<file path="src/sv/jtl_pkg.sv">
// ----------------------------------------------------------------------------
// JSON token lexer package
// Shared token codes, character constants and the result and queue entry
// types used between the classifier, the queue and the output stage.
// ----------------------------------------------------------------------------
package jtl_pkg;

   // Default depth of the queue between classifier and output stage
   localparam int QUEUE_DEPTH_DEF = 4;

   // Token kinds carried on the result channel
   localparam logic [3:0] KIND_UNKNOWN  = 4'd0;
   localparam logic [3:0] KIND_STRING   = 4'd1;
   localparam logic [3:0] KIND_NUMBER   = 4'd2;
   localparam logic [3:0] KIND_BOOL     = 4'd3;
   localparam logic [3:0] KIND_NULL     = 4'd4;
   localparam logic [3:0] KIND_OPEN_SQ  = 4'd5;
   localparam logic [3:0] KIND_CLOSE_SQ = 4'd6;
   localparam logic [3:0] KIND_OPEN_CU  = 4'd7;
   localparam logic [3:0] KIND_CLOSE_CU = 4'd8;
   localparam logic [3:0] KIND_COMMA    = 4'd9;
   localparam logic [3:0] KIND_COLON    = 4'd10;
   localparam logic [3:0] KIND_END      = 4'd11;
   localparam logic [3:0] KIND_ERROR    = 4'd12;

   // Characters the lexer reacts to
   localparam logic [7:0] CH_QUOTE     = 8'h22;
   localparam logic [7:0] CH_BACKSLASH = 8'h5C;
   localparam logic [7:0] CH_MINUS     = 8'h2D;
   localparam logic [7:0] CH_PLUS      = 8'h2B;
   localparam logic [7:0] CH_DOT       = 8'h2E;
   localparam logic [7:0] CH_UPPER_E   = 8'h45;
   localparam logic [7:0] CH_LOWER_E   = 8'h65;
   localparam logic [7:0] CH_T         = 8'h74;
   localparam logic [7:0] CH_F         = 8'h66;
   localparam logic [7:0] CH_N         = 8'h6E;
   localparam logic [7:0] CH_SPACE     = 8'h20;
   localparam logic [7:0] CH_NEWLINE   = 8'h0A;
   localparam logic [7:0] CH_TAB       = 8'h09;
   localparam logic [7:0] CH_LBRACKET  = 8'h5B;
   localparam logic [7:0] CH_RBRACKET  = 8'h5D;
   localparam logic [7:0] CH_LBRACE    = 8'h7B;
   localparam logic [7:0] CH_RBRACE    = 8'h7D;
   localparam logic [7:0] CH_COMMA     = 8'h2C;
   localparam logic [7:0] CH_COLON     = 8'h3A;
   localparam logic [7:0] CH_ZERO      = 8'h30;
   localparam logic [7:0] CH_NINE      = 8'h39;

   // Lexer scan mode
   typedef enum logic [1:0] {
      MODE_IDLE    = 2'd0,
      MODE_STRING  = 2'd1,
      MODE_NUMBER  = 2'd2,
      MODE_LITERAL = 2'd3
   } scan_mode_type;

   // One token event
   typedef struct packed {
      logic [3:0] kind;
      logic [7:0] vbyte;
      logic       valid;
      logic       done;
   } result_type;

   // Everything one text byte produces: one or two events
   typedef struct packed {
      logic       pair;
      result_type r0;
      result_type r1;
   } entry_type;

endpackage

</file>
<file path="src/sv/jtl_front.sv">
// ----------------------------------------------------------------------------
// JSON token lexer classifier
// Accepts text bytes, tracks the scan mode and writes the events of each
// byte as one entry into the queue.
// ----------------------------------------------------------------------------
module jtl_front (
   input  logic               clock,
   input  logic               reset,
   input  logic               req_tvalid,
   output logic               req_tready,
   input  logic [7:0]         req_tdata,
   input  logic               req_tlast,
   input  logic               q_full,
   output logic               q_push,
   output jtl_pkg::entry_type q_entry
);
   import jtl_pkg::*;

   typedef struct packed {
      logic          emit;
      result_type    res;
      scan_mode_type mode;
      logic          set_lit;
      logic [2:0]    left;
      logic          is_bool;
      logic          set_prev;
   } idle_lex_type;

   scan_mode_type mode_ff, mode_in;
   logic [7:0]    prev_ff, prev_in;
   logic [2:0]    left_ff, left_in;
   logic          bool_ff, bool_in;
   logic          accept;
   logic          emit;
   entry_type     ent;
   idle_lex_type  lex;

   function automatic logic is_num_byte(input logic [7:0] c);
      return (c >= CH_ZERO && c <= CH_NINE) || c == CH_PLUS || c == CH_MINUS ||
             c == CH_DOT || c == CH_UPPER_E || c == CH_LOWER_E;
   endfunction

   function automatic result_type mk(input logic [3:0] kind, input logic [7:0] b,
                                     input logic valid, input logic done);
      result_type r;
      r.kind  = kind;
      r.vbyte = valid ? b : 8'd0;
      r.valid = valid;
      r.done  = done;
      return r;
   endfunction

   // Classify a byte seen between tokens
   function automatic idle_lex_type lex_idle(input logic [7:0] c);
      idle_lex_type l;
      l = '0;
      l.mode = MODE_IDLE;
      l.emit = 1'b1;
      l.res  = mk(KIND_UNKNOWN, 8'd0, 1'b0, 1'b1);
      case (c)
         CH_SPACE, CH_NEWLINE, CH_TAB: begin
            l.emit = 1'b0;
         end
         CH_QUOTE: begin
            l.emit     = 1'b0;
            l.mode     = MODE_STRING;
            l.set_prev = 1'b1;
         end
         CH_LBRACKET: l.res = mk(KIND_OPEN_SQ, 8'd0, 1'b0, 1'b1);
         CH_RBRACKET: l.res = mk(KIND_CLOSE_SQ, 8'd0, 1'b0, 1'b1);
         CH_LBRACE:   l.res = mk(KIND_OPEN_CU, 8'd0, 1'b0, 1'b1);
         CH_RBRACE:   l.res = mk(KIND_CLOSE_CU, 8'd0, 1'b0, 1'b1);
         CH_COMMA:    l.res = mk(KIND_COMMA, 8'd0, 1'b0, 1'b1);
         CH_COLON:    l.res = mk(KIND_COLON, 8'd0, 1'b0, 1'b1);
         CH_T, CH_F: begin
            l.mode    = MODE_LITERAL;
            l.set_lit = 1'b1;
            l.is_bool = 1'b1;
            l.left    = (c == CH_T) ? 3'd3 : 3'd4;
            l.res     = mk(KIND_BOOL, c, 1'b1, 1'b0);
         end
         CH_N: begin
            l.mode    = MODE_LITERAL;
            l.set_lit = 1'b1;
            l.is_bool = 1'b0;
            l.left    = 3'd3;
            l.res     = mk(KIND_NULL, 8'd0, 1'b0, 1'b1);
         end
         default: begin
            if ((c >= CH_ZERO && c <= CH_NINE) || c == CH_MINUS) begin
               l.mode = MODE_NUMBER;
               l.res  = mk(KIND_NUMBER, c, 1'b1, 1'b0);
            end
         end
      endcase
      return l;
   endfunction

   assign req_tready = !q_full;
   assign accept     = req_tvalid && req_tready;
   assign lex        = lex_idle(req_tdata);
   assign q_push     = accept && emit;
   assign q_entry    = ent;

   // Next mode and events of the current byte
   always_comb begin
      mode_in = mode_ff;
      prev_in = prev_ff;
      left_in = left_ff;
      bool_in = bool_ff;
      ent     = '0;
      emit    = 1'b0;
      if (req_tlast) begin
         emit    = 1'b1;
         mode_in = MODE_IDLE;
         prev_in = 8'd0;
         left_in = 3'd0;
         bool_in = 1'b0;
         if (mode_ff == MODE_STRING) begin
            ent.r0 = mk(KIND_ERROR, 8'd0, 1'b0, 1'b1);
         end else if (mode_ff == MODE_NUMBER) begin
            ent.pair = 1'b1;
            ent.r0   = mk(KIND_NUMBER, 8'd0, 1'b0, 1'b1);
            ent.r1   = mk(KIND_END, 8'd0, 1'b0, 1'b1);
         end else if (mode_ff == MODE_LITERAL && bool_ff) begin
            ent.pair = 1'b1;
            ent.r0   = mk(KIND_BOOL, 8'd0, 1'b0, 1'b1);
            ent.r1   = mk(KIND_END, 8'd0, 1'b0, 1'b1);
         end else begin
            ent.r0 = mk(KIND_END, 8'd0, 1'b0, 1'b1);
         end
      end else begin
         case (mode_ff)
            MODE_STRING: begin
               emit = 1'b1;
               if (req_tdata == CH_QUOTE && prev_ff != CH_BACKSLASH) begin
                  ent.r0  = mk(KIND_STRING, 8'd0, 1'b0, 1'b1);
                  mode_in = MODE_IDLE;
                  prev_in = 8'd0;
               end else begin
                  ent.r0  = mk(KIND_STRING, req_tdata, 1'b1, 1'b0);
                  prev_in = req_tdata;
               end
            end
            MODE_NUMBER: begin
               emit = 1'b1;
               if (is_num_byte(req_tdata)) begin
                  ent.r0 = mk(KIND_NUMBER, req_tdata, 1'b1, 1'b0);
               end else begin
                  // close the number, then lex the byte afresh
                  ent.r0   = mk(KIND_NUMBER, 8'd0, 1'b0, 1'b1);
                  ent.pair = lex.emit;
                  ent.r1   = lex.res;
                  mode_in  = lex.mode;
                  if (lex.set_lit) begin
                     left_in = lex.left;
                     bool_in = lex.is_bool;
                  end
                  if (lex.set_prev) begin
                     prev_in = req_tdata;
                  end
               end
            end
            MODE_LITERAL: begin
               left_in = left_ff - 3'd1;
               emit    = bool_ff;
               ent.r0  = mk(KIND_BOOL, req_tdata, 1'b1, left_in == 3'd0);
               if (left_in == 3'd0) begin
                  mode_in = MODE_IDLE;
                  bool_in = 1'b0;
               end
            end
            default: begin
               emit    = lex.emit;
               ent.r0  = lex.res;
               mode_in = lex.mode;
               if (lex.set_lit) begin
                  left_in = lex.left;
                  bool_in = lex.is_bool;
               end
               if (lex.set_prev) begin
                  prev_in = req_tdata;
               end
            end
         endcase
      end
   end

   // Advance scan state on each transfer
   always_ff @(posedge clock) begin
      if (reset) begin
         mode_ff <= MODE_IDLE;
         prev_ff <= 8'd0;
         left_ff <= 3'd0;
         bool_ff <= 1'b0;
      end else if (accept) begin
         mode_ff <= mode_in;
         prev_ff <= prev_in;
         left_ff <= left_in;
         bool_ff <= bool_in;
      end
   end

   // A literal being counted down always has bytes left
   assert property (@(posedge clock) disable iff (reset)
      mode_ff == MODE_LITERAL |-> left_ff != 3'd0)
      else $error("literal mode with no bytes left");

   // Only a quote opens a string from idle
   assert property (@(posedge clock) disable iff (reset)
      $past(accept) && $past(mode_ff) == MODE_IDLE && mode_ff == MODE_STRING
      |-> prev_ff == CH_QUOTE)
      else $error("string opened without a quote");

   // End of text always leaves the lexer idle
   assert property (@(posedge clock) disable iff (reset)
      accept && req_tlast |=> mode_ff == MODE_IDLE && bool_ff == 1'b0)
      else $error("state not cleared after end of text");

endmodule

</file>
<file path="src/sv/jtl_queue.sv">
// ----------------------------------------------------------------------------
// JSON token lexer entry queue
// Small FIFO of event entries between the classifier and the output stage.
// ----------------------------------------------------------------------------
module jtl_queue #(
   parameter int DEPTH = jtl_pkg::QUEUE_DEPTH_DEF
) (
   input  logic               clock,
   input  logic               reset,
   input  logic               push,
   input  jtl_pkg::entry_type push_entry,
   input  logic               pop,
   output jtl_pkg::entry_type head_entry,
   output logic               full,
   output logic               empty
);
   import jtl_pkg::*;

   localparam int PW = (DEPTH > 1) ? $clog2(DEPTH) : 1;
   localparam int CW = $clog2(DEPTH + 1);

   entry_type         mem_ff [DEPTH];
   logic [PW-1:0]     wr_ptr_ff, wr_ptr_in;
   logic [PW-1:0]     rd_ptr_ff, rd_ptr_in;
   logic [CW-1:0]     count_ff, count_in;

   assign full       = (count_ff == CW'(DEPTH));
   assign empty      = (count_ff == '0);
   assign head_entry = mem_ff[rd_ptr_ff];

   // Pointer and fill level update
   always_comb begin
      wr_ptr_in = wr_ptr_ff;
      rd_ptr_in = rd_ptr_ff;
      count_in  = count_ff;
      if (push) begin
         wr_ptr_in = (wr_ptr_ff == PW'(DEPTH - 1)) ? '0 : wr_ptr_ff + PW'(1);
      end
      if (pop) begin
         rd_ptr_in = (rd_ptr_ff == PW'(DEPTH - 1)) ? '0 : rd_ptr_ff + PW'(1);
      end
      if (push && !pop) begin
         count_in = count_ff + CW'(1);
      end else if (pop && !push) begin
         count_in = count_ff - CW'(1);
      end
   end

   always_ff @(posedge clock) begin
      if (reset) begin
         wr_ptr_ff <= '0;
         rd_ptr_ff <= '0;
         count_ff  <= '0;
      end else begin
         wr_ptr_ff <= wr_ptr_in;
         rd_ptr_ff <= rd_ptr_in;
         count_ff  <= count_in;
      end
   end

   // Store pushed entry
   always_ff @(posedge clock) begin
      if (push) begin
         mem_ff[wr_ptr_ff] <= push_entry;
      end
   end

   assert property (@(posedge clock) disable iff (reset) push |-> !full || pop)
      else $error("push into full queue");

   assert property (@(posedge clock) disable iff (reset) pop |-> !empty)
      else $error("pop from empty queue");

   assert property (@(posedge clock) disable iff (reset) count_ff <= CW'(DEPTH))
      else $error("queue fill level out of range");

endmodule

</file>
<file path="src/sv/jtl_back.sv">
// ----------------------------------------------------------------------------
// JSON token lexer output stage
// Unpacks queue entries into single events and drives the registered
// result channel.
// ----------------------------------------------------------------------------
module jtl_back (
   input  logic               clock,
   input  logic               reset,
   input  jtl_pkg::entry_type head_entry,
   input  logic               q_empty,
   output logic               q_pop,
   output logic               rsp_tvalid,
   input  logic               rsp_tready,
   output logic [7:0]         rsp_tdata,
   output logic [5:0]         rsp_tuser,
   output logic               rsp_tlast
);
   import jtl_pkg::*;

   result_type out_ff, out_in;
   logic       out_valid_ff, out_valid_in;
   logic       out_last_ff, out_last_in;
   logic       phase_ff, phase_in;
   logic       load;

   // Output register is free when empty or being taken
   assign load  = !out_valid_ff || rsp_tready;
   assign q_pop = load && !q_empty && (phase_ff || !head_entry.pair);

   // Select the event to present next
   always_comb begin
      out_in       = out_ff;
      out_last_in  = out_last_ff;
      out_valid_in = out_valid_ff;
      phase_in     = phase_ff;
      if (load) begin
         out_valid_in = !q_empty;
         if (!q_empty) begin
            if (phase_ff) begin
               out_in      = head_entry.r1;
               out_last_in = 1'b1;
               phase_in    = 1'b0;
            end else begin
               out_in      = head_entry.r0;
               out_last_in = !head_entry.pair;
               phase_in    = head_entry.pair;
            end
         end
      end
   end

   always_ff @(posedge clock) begin
      if (reset) begin
         out_valid_ff <= 1'b0;
         phase_ff     <= 1'b0;
      end else begin
         out_valid_ff <= out_valid_in;
         phase_ff     <= phase_in;
      end
   end

   // Hold payload until the transfer completes
   always_ff @(posedge clock) begin
      out_ff      <= out_in;
      out_last_ff <= out_last_in;
   end

   assign rsp_tvalid = out_valid_ff;
   assign rsp_tdata  = out_ff.vbyte;
   assign rsp_tuser  = {out_ff.done, out_ff.valid, out_ff.kind};
   assign rsp_tlast  = out_last_ff;

   // Second half of a pair keeps its entry at the head
   assert property (@(posedge clock) disable iff (reset)
      phase_ff |-> !q_empty && head_entry.pair)
      else $error("second event pending without a paired entry");

   // Entering the second half means the first half was just loaded
   assert property (@(posedge clock) disable iff (reset)
      $rose(phase_ff) |-> out_valid_ff && !out_last_ff)
      else $error("pair split without first event presented");

   // An event without a value byte carries a zero byte
   assert property (@(posedge clock) disable iff (reset)
      out_valid_ff && out_ff.valid == 1'b0 |-> out_ff.vbyte == 8'd0)
      else $error("value byte set without value flag");

endmodule

</file>
<file path="src/sv/json_token_lexer_unit.sv">
// ----------------------------------------------------------------------------
// JSON token lexer
// Streaming lexer turning JSON text bytes into token events.
// ----------------------------------------------------------------------------
// Input channel req_*: one text byte per transfer in req_tdata; req_tlast set
// marks end of text (byte ignored) and yields End, or Error inside a string.
// Result channel rsp_*: one token event per transfer. rsp_tdata carries the
// value byte, rsp_tuser the token kind and flags, rsp_tlast the final event
// caused by one input byte.
// A byte yields zero, one or two events. The classifier takes one byte per
// cycle while the entry queue has room; the output stage sends one event per
// cycle while the receiver takes them, and the two events of one byte go
// out in turn. Events pass through the entry queue, then the output register.
// The output register and the entry queue let bytes keep flowing while a
// finished event waits; when the receiver stalls, the queue fills and
// req_tready drops, holding the event on rsp_* stable until taken.
// Reset returns the lexer to idle between tokens and empties the queue.
// ----------------------------------------------------------------------------
module json_token_lexer_unit #(
   parameter int QUEUE_DEPTH = jtl_pkg::QUEUE_DEPTH_DEF
) (
   input  logic       clock,
   input  logic       reset,
   input  logic       req_tvalid,
   output logic       req_tready,
   input  logic [7:0] req_tdata,   // [7:0] text_byte
   input  logic       req_tlast,   // end_of_text
   output logic       rsp_tvalid,
   input  logic       rsp_tready,
   output logic [7:0] rsp_tdata,   // [7:0] value_byte
   output logic [5:0] rsp_tuser,   // [3:0] token_kind, [4] value_valid, [5] token_done
   output logic       rsp_tlast    // last_of_run
);
   import jtl_pkg::*;

   entry_type push_entry;
   entry_type head_entry;
   logic      q_push;
   logic      q_pop;
   logic      q_full;
   logic      q_empty;

   jtl_front u_front (
      .clock      (clock),
      .reset      (reset),
      .req_tvalid (req_tvalid),
      .req_tready (req_tready),
      .req_tdata  (req_tdata),
      .req_tlast  (req_tlast),
      .q_full     (q_full),
      .q_push     (q_push),
      .q_entry    (push_entry)
   );

   jtl_queue #(
      .DEPTH (QUEUE_DEPTH)
   ) u_queue (
      .clock      (clock),
      .reset      (reset),
      .push       (q_push),
      .push_entry (push_entry),
      .pop        (q_pop),
      .head_entry (head_entry),
      .full       (q_full),
      .empty      (q_empty)
   );

   jtl_back u_back (
      .clock      (clock),
      .reset      (reset),
      .head_entry (head_entry),
      .q_empty    (q_empty),
      .q_pop      (q_pop),
      .rsp_tvalid (rsp_tvalid),
      .rsp_tready (rsp_tready),
      .rsp_tdata  (rsp_tdata),
      .rsp_tuser  (rsp_tuser),
      .rsp_tlast  (rsp_tlast)
   );

endmodule

</file>
<file path="config.mk">
export PLATFORM = sky130hd
export DESIGN_NAME = json_token_lexer_unit
export DESIGN_NICKNAME = d
export VERILOG_FILES = /design/src/sv/jtl_pkg.sv /design/src/sv/jtl_front.sv /design/src/sv/jtl_queue.sv /design/src/sv/jtl_back.sv /design/src/sv/json_token_lexer_unit.sv
export SDC_FILE = /design/constraint.sdc
export NUM_CORES = 1
export LEC_CHECK = 0
export BUFFER_PORTS_ARGS = -buffer_cell sky130_fd_sc_hd__buf_2
export CORE_MARGIN = 2
export CORE_UTILIZATION = 50
export CTS_BUF_LIST = sky130_fd_sc_hd__clkbuf_4 sky130_fd_sc_hd__clkbuf_8 sky130_fd_sc_hd__clkbuf_16
export DETAILED_ROUTE_END_ITERATION = 16
export PLACE_DENSITY = 0.67
export SLEW_MARGIN = 5
export SYNTH_ARGS = -nofsm -noshare
export SYNTH_HDL_FRONTEND = slang
export SYNTH_HIERARCHICAL = 1
export SYNTH_SLANG_ARGS = --single-unit
</file>
<file path="constraint.sdc">
create_clock -name clock -period 3.3 [get_ports clock]
set_clock_uncertainty 0.2 [all_clocks]
set_input_delay 0.33 -clock clock [delete_from_list [all_inputs] [get_ports clock]]
set_output_delay 0.33 -clock clock [all_outputs]
set_load 0.005 [all_outputs]
</file>
* After elaboration in Yosys (flattened, before gate mapping)
Memories as Yosys holds them, arrays and structs flattened. A register that Yosys moved wholly into a read port is not among the register bits. Cells that the tools add are included.
Cells by class: equal/unequal tests 30, multiplexer cells 53, add/subtract/negate cells 5, reduce and logical (&&, ||, !) cells 36, order comparisons 2, bitwise operators 1
Operators by type and width (number):
- $pmux 14 s9 | 1
- $mux 14 | 8
- $eq 8x7->1 const B | 9
- $mux 29 | 2
- $eq 8x6->1 const B | 7
- $pmux 14 s3 | 1
- $mux 8 | 4
- $pmux 8 s3 | 1
- $mux 10 | 2
- $mux 3 | 6
- $eq 8x4->1 const B | 2
- $mux 2 | 8
- $mux 1 | 14
- $pmux 2 s3 | 2
- $pmux 5 s2 | 1
- $logic_and 1x1->1 | 9
- $ne 3x3->1 const B | 3
- $pmux 3 s3 | 1
- $reduce_or 9->1 | 1
- $eq 2x2->1 const B | 4
- $ge 8x6->1 const B | 1
- $le 8x6->1 const B | 1
- $logic_or 1x1->1 | 8
- $ne 8x7->1 const B | 1
- other kinds (18) | 30
Storage, ports and cells: register bits after elaboration 38, memories 1, output and inout port bits 17, word-level logic and storage cells 142, memory bits (writable) 116
Memories:
- u_queue.mem_ff | depth 4, bits a word 29, read ports 1, clocked after memory_dff 1, wr ports 1, RTL line jtl_queue.sv:22 | entry_type mem_ff [DEPTH];

* Depth between registers and ports, before layout
depth after elaboration 10, mapped depth 12

* Hierarchy
Netlist, hierarchy kept.
By module, submodules not included:
- jtl_queue | area an instance 4633.2 µm², seq. area each 3663.5 µm², cells an instance 195, times used 1
- jtl_front | area an instance 1645.3 µm², seq. area each 280.3 µm², cells an instance 223, times used 1
- jtl_back | area an instance 719.4 µm², seq. area each 490.5 µm², cells an instance 42, times used 1

* Worst setup path before layout
No wires, ideal clock.
path kind input port to flip-flop, start input req_tdata[5], end register u_queue.count_ff[2], path slack 358 ps, data arrival time 2672 ps, library setup time 70 ps, path buffers 1, cell stages on the path 12, data required time 3030 ps, cells stage by stage clkbuf_1 nand3b_1 a21oi_1 o21a_1 a21o_1 a21oi_1 ha_1 inv_1 fa_1 xor2_1 or3_1 a21oi_1
Between the ends: cells in the longest elaborated chain, start to end 9, elaborated cells on any way between the ends 14
Ends and longest elaborated chain:
- from (decl) | RTL line json_token_lexer_unit.sv:26 | input logic [7:0] req_tdata,
- $eq 8x6->1 / $eq 8x4->1 (equally long branches) | RTL line jtl_front.sv:60 | case (c)
- $reduce_or 4->1 (no line) *
- $mux 1 * | RTL line jtl_front.sv:60
- $pmux 1 s2 * | RTL line jtl_front.sv:133 | case (mode_ff)
- $mux 1 * | RTL line jtl_front.sv:113 | if (req_tlast) begin
- $logic_and 1x1->1 * | RTL line jtl_front.sv:102 | assign q_push = accept && emit;
- via q_push | RTL line json_token_lexer_unit.sv:38 | logic q_push;
- $logic_not 1->1 | RTL line jtl_queue.sv:44 | end else if (pop && !push) begin
- $logic_and 1x1->1 | RTL line jtl_queue.sv:44
- $reduce_bool 2->1 (no line)
- to (signal assigned) | RTL line jtl_queue.sv:57 | count_ff <= count_in;
- to (decl) | RTL line jtl_queue.sv:25 | logic [CW-1:0] count_ff, count_in;
The timed path passes the listed nets; every way through them passes the cells marked *. A chain may end at the register's enable or synchronous reset.

* Worst setup path in the final report
start register u_front.mode_ff[0], end register u_queue.count_ff[2]
Between the ends: cells in the longest elaborated chain, start to end 8, elaborated cells on any way between the ends 12
Ends and longest elaborated chain:
- from (decl) | RTL line jtl_front.sv:29 | scan_mode_type mode_ff, mode_in;
- from (signal assigned) | RTL line jtl_front.sv:197 | mode_ff <= mode_in;
- $eq 2x2->1 / $eq 2x1->1 (equally long branches) | RTL line jtl_front.sv:133
- $reduce_or 2->1 (no line)
- $pmux 1 s2 * | RTL line jtl_front.sv:133
- $mux 1 * | RTL line jtl_front.sv:113
- $logic_and 1x1->1 * | RTL line jtl_front.sv:102
- via q_push | RTL line json_token_lexer_unit.sv:38
- $logic_not 1->1 | RTL line jtl_queue.sv:44
- $logic_and 1x1->1 | RTL line jtl_queue.sv:44
- $reduce_bool 2->1 (no line)
Marks and branches as above.

==> results.json <==
{
  "yosys.area.top_type": "edfxtp_1",
  "ir_worst_vdd_v": 0.000277,
  "core_um2": 13800,
  "multiInputGateArea_um2": 2340,
  "end_kind": "flip-flop",
  "register_area_um2": 4440,
  "drive_above_1_share_pct": 25.8,
  "h-tree-depth": 4,
  "p_leak_nw": 2.80,
  "yosysSeqAreaShare_pct": 63.4,
  "cts_tree": "yes",
  "path_cells": "inv_1, ha_1, a211oi_1, a21o_1, a21oi_1, ha_1, inv_1, fa_1, xor2_1, or3_1, a21oi_1",
  "post_synth_main_area_contributors": "edfxtp_1 56%, mux4_2 9.0%, dfxtp_1 7.2%",
  "critPathSlowestCell": "ha_1",
  "synth_compound_area_share_pct": 7.08,
  "cts_resized": 0,
  "synthAdderAreaFrac_pct": 2.43,
  "synth_simple_gate_area_share_pct": 10.3,
  "ctsRootBufferMaster": "clkbuf_16",
  "cts_setup_buffers": 0,
  "finalSetupTns_ns": 0,
  "synth_top_flop_cell": "edfxtp_1",
  "synth_top_family_by_area": "multiplexers",
  "cap_violations": 0,
  "critPathKind": "reg -> reg",
  "cp.required_ns": 3.45,
  "fin_hold_ws_ns": 0.0296,
  "die_area_um2": 15000,
  "drtIter0Drc": 304,
  "p_switching_w": 0.00147,
  "fp.dieW_um": 122,
  "place_area_um2": 7400,
  "synth_edf_count": 131,
  "clock_sinks": 156,
  "post-synth-top-count-cell": "edfxtp_1",
  "period_share_pct": 85.8,
  "n_antenna_cell": 0,
  "synth_mux_area_share_pct": 12.8,
  "dp_cells": 664,
  "p_int_w": 0.00437,
  "fin_area_um2": 8020,
  "fillCellCount": 1107,
  "vias": 3997,
  "synth_common_cells": "131 x edfxtp_1, 28 x mux4_2, 25 x dfxtp_1, 21 x inv_1, 21 x nor2_1",
  "synth_top_area_share_pct": 56.2,
  "setup_viol": 0,
  "cts_inserted_buffers": 17,
  "status": "finished clean",
  "crit_family": "adder cells",
  "track_usage_pct": 20.7,
  "finalMaxSlewViolations": 0,
  "area_delta_synth_final_pct": 14.6,
  "switching_share_pct": 25.2,
  "grt-ovfl-total": 0,
  "num_io_pins": 30,
  "p_comb_share_pct": 21.9,
  "rsz0062_at_grt": "false",
  "portBuffers": 29,
  "ys_async_sr_fraction_pct": 0,
  "gp_congestion": 0.879,
  "seqPwrFrac_pct": 43.7,
  "grt_pass1_vias": 4244,
  "slowest_delay_ns": 0.41,
  "routedWlPerCell_um": 20.0,
  "synth_xor_area_share_pct": 0.626,
  "arrival_ns": 2.98,
  "ys_warn_count": 6,
  "antenna_left": 0,
  "syn_area_per_cell_um2": 15.2,
  "syn_area_um2": 7000,
  "antenna_found_initial": 0,
  "fmax_ghz": 0.353,
  "layoutNonFillerInstCount": 696,
  "p_clk_share_pct": 34.4,
  "worst_pin_slew_ns": 0.726,
  "cp_max_fo": 12,
  "die_h_um": 122,
  "min_path_type": "in -> reg",
  "wirelength_um": 14000,
  "clk_pin_slew_worst_paths_ns": 0.06,
  "hold_buffers": 1,
  "syn_inst": 460,
  "nNetsFinal": 530,
  "ys_types": 71,
  "path_buf_inv": 2,
  "cts_buffer_depth": 2,
  "hpwl_um": 8700,
  "viasPerCell": 5.74,
  "grt_pass1_wl_um": 22800,
  "dr.pass1.iters": 5,
  "maxSlewHeadroom_pct": 50.9,
  "clk_latency_ns": 0.42,
  "drc": 0,
  "startpoint_type": "flip-flop",
  "synth_seq_cells": 156,
  "grt_max_degree": 30,
  "period_needed_ns": 2.83,
  "hold_violations": 0,
  "power.density_cell_area_nw_per_um2": 728,
  "initial_core_util_pct": 50.8,
  "rows": 43
}
## cells in the final DEF (no fill, tap or decap), types with 14 or more instances in the layout
cell type,instances
nand2_1,17
clkbuf_16,17
and2_1,16
o21ai_0,15
buf_2,29
inv_1,21
edfxtp_1,131
nor2_1,21
dfxtp_1,24
mux4_2,28
mux2_2,14
## power groups by stage
stage	sequential (W)	clock (W)	combinational, W
after floorplan	0.00259	0	0.000937
after global placement	0.00258	0	0.00127
after detailed placement	0.00259	0	0.00129
after CTS	0.00256	0.00205	0.00131
after global routing	0.00258	0.00212	0.00141
final	0.00255	0.00201	0.00128
## sequential cells by signal, indices dropped and copies added (netlist names), named ones only
signal and flops:
u_back/rsp_tuser 6, u_queue/wr_ptr_ff 2, u_front/bool_ff 1, u_queue/count_ff 3, u_back/rsp_tdata 8, u_back/rsp_tvalid 1
u_queue/rd_ptr_ff 2, u_front/prev_ff 8, u_back/phase_ff 1, u_front/mode_ff 2, u_queue/mem_ff 116, u_front/left_ff 3
u_back/rsp_tlast 1
## cells by family after synthesis
family | after synthesis
mux | 51
fa+ha+maj | 13
buf+inv | 46
xor+xnor | 5
simple gates | 121
flops | 156
compound gates | 67
other cells | 1
## per-stage QoR
stage	power, W	util [%]	setup WS (ns)
2_1_floorplan	0.00353	-	0.358
3_3_place_gp	0.00384	53.7	0.300
3_5_place_dp	0.00388	53.7	0.218
4_1_cts	0.00591	58.2	0.459
5_1_grt	0.00612	58.2	0.269
6_report	0.00583	58.2	0.468
## final timing paths
check,startpoint,end,slack (ns),cells past startpoint
worst max register to register,u_front/mode_ff[0],u_queue/count_ff[2],0.47,11
worst max-delay path,u_front/mode_ff[0],u_queue/count_ff[2],0.47,11
worst min-delay path,reset,u_back/rsp_tvalid,0.03,2
worst min register to register,u_front/left_ff[1],u_front/left_ff[1],0.26,2
## cell type report
| type | instances | share of cell area, % |
|---|---|---|
| Timing Repair Buffer | 47 | 4.15 |
| Clock buffer | 18 | 5.40 |
| Clock inverter | 13 | 2.17 |
| Inverter | 22 | 1.03 |
| Sequential cell | 156 | 55.3 |
| Multi-Input combinational cell | 260 | 29.1 |
| Tap cell | 180 | 2.81 |
## routing by layer
| layer | GRT usage [%] | up-vias | wire length (um) |
|---|---|---|---|
| met5 | 0 | - | 0 |
| met3 | 4.88 | 14 | 485 |
| met2 | 34.4 | 81 | 7150 |
| met4 | 7.47 | 0 | 182 |
| met1 | 26.6 | 2017 | 6140 |
| li1 | - | 1885 | - |
## worst register-to-register path: cells and delay by family, from the launching register on
family / cells / cell delay (ns)
fa+ha+maj: 3 / 1.00
flops: 1 / 0.34
buf+inv: 2 / 0.15
compound gates: 4 / 0.60
simple gates: 1 / 0.31
xor+xnor: 1 / 0.16
Power figures use the tool's default switching activity.
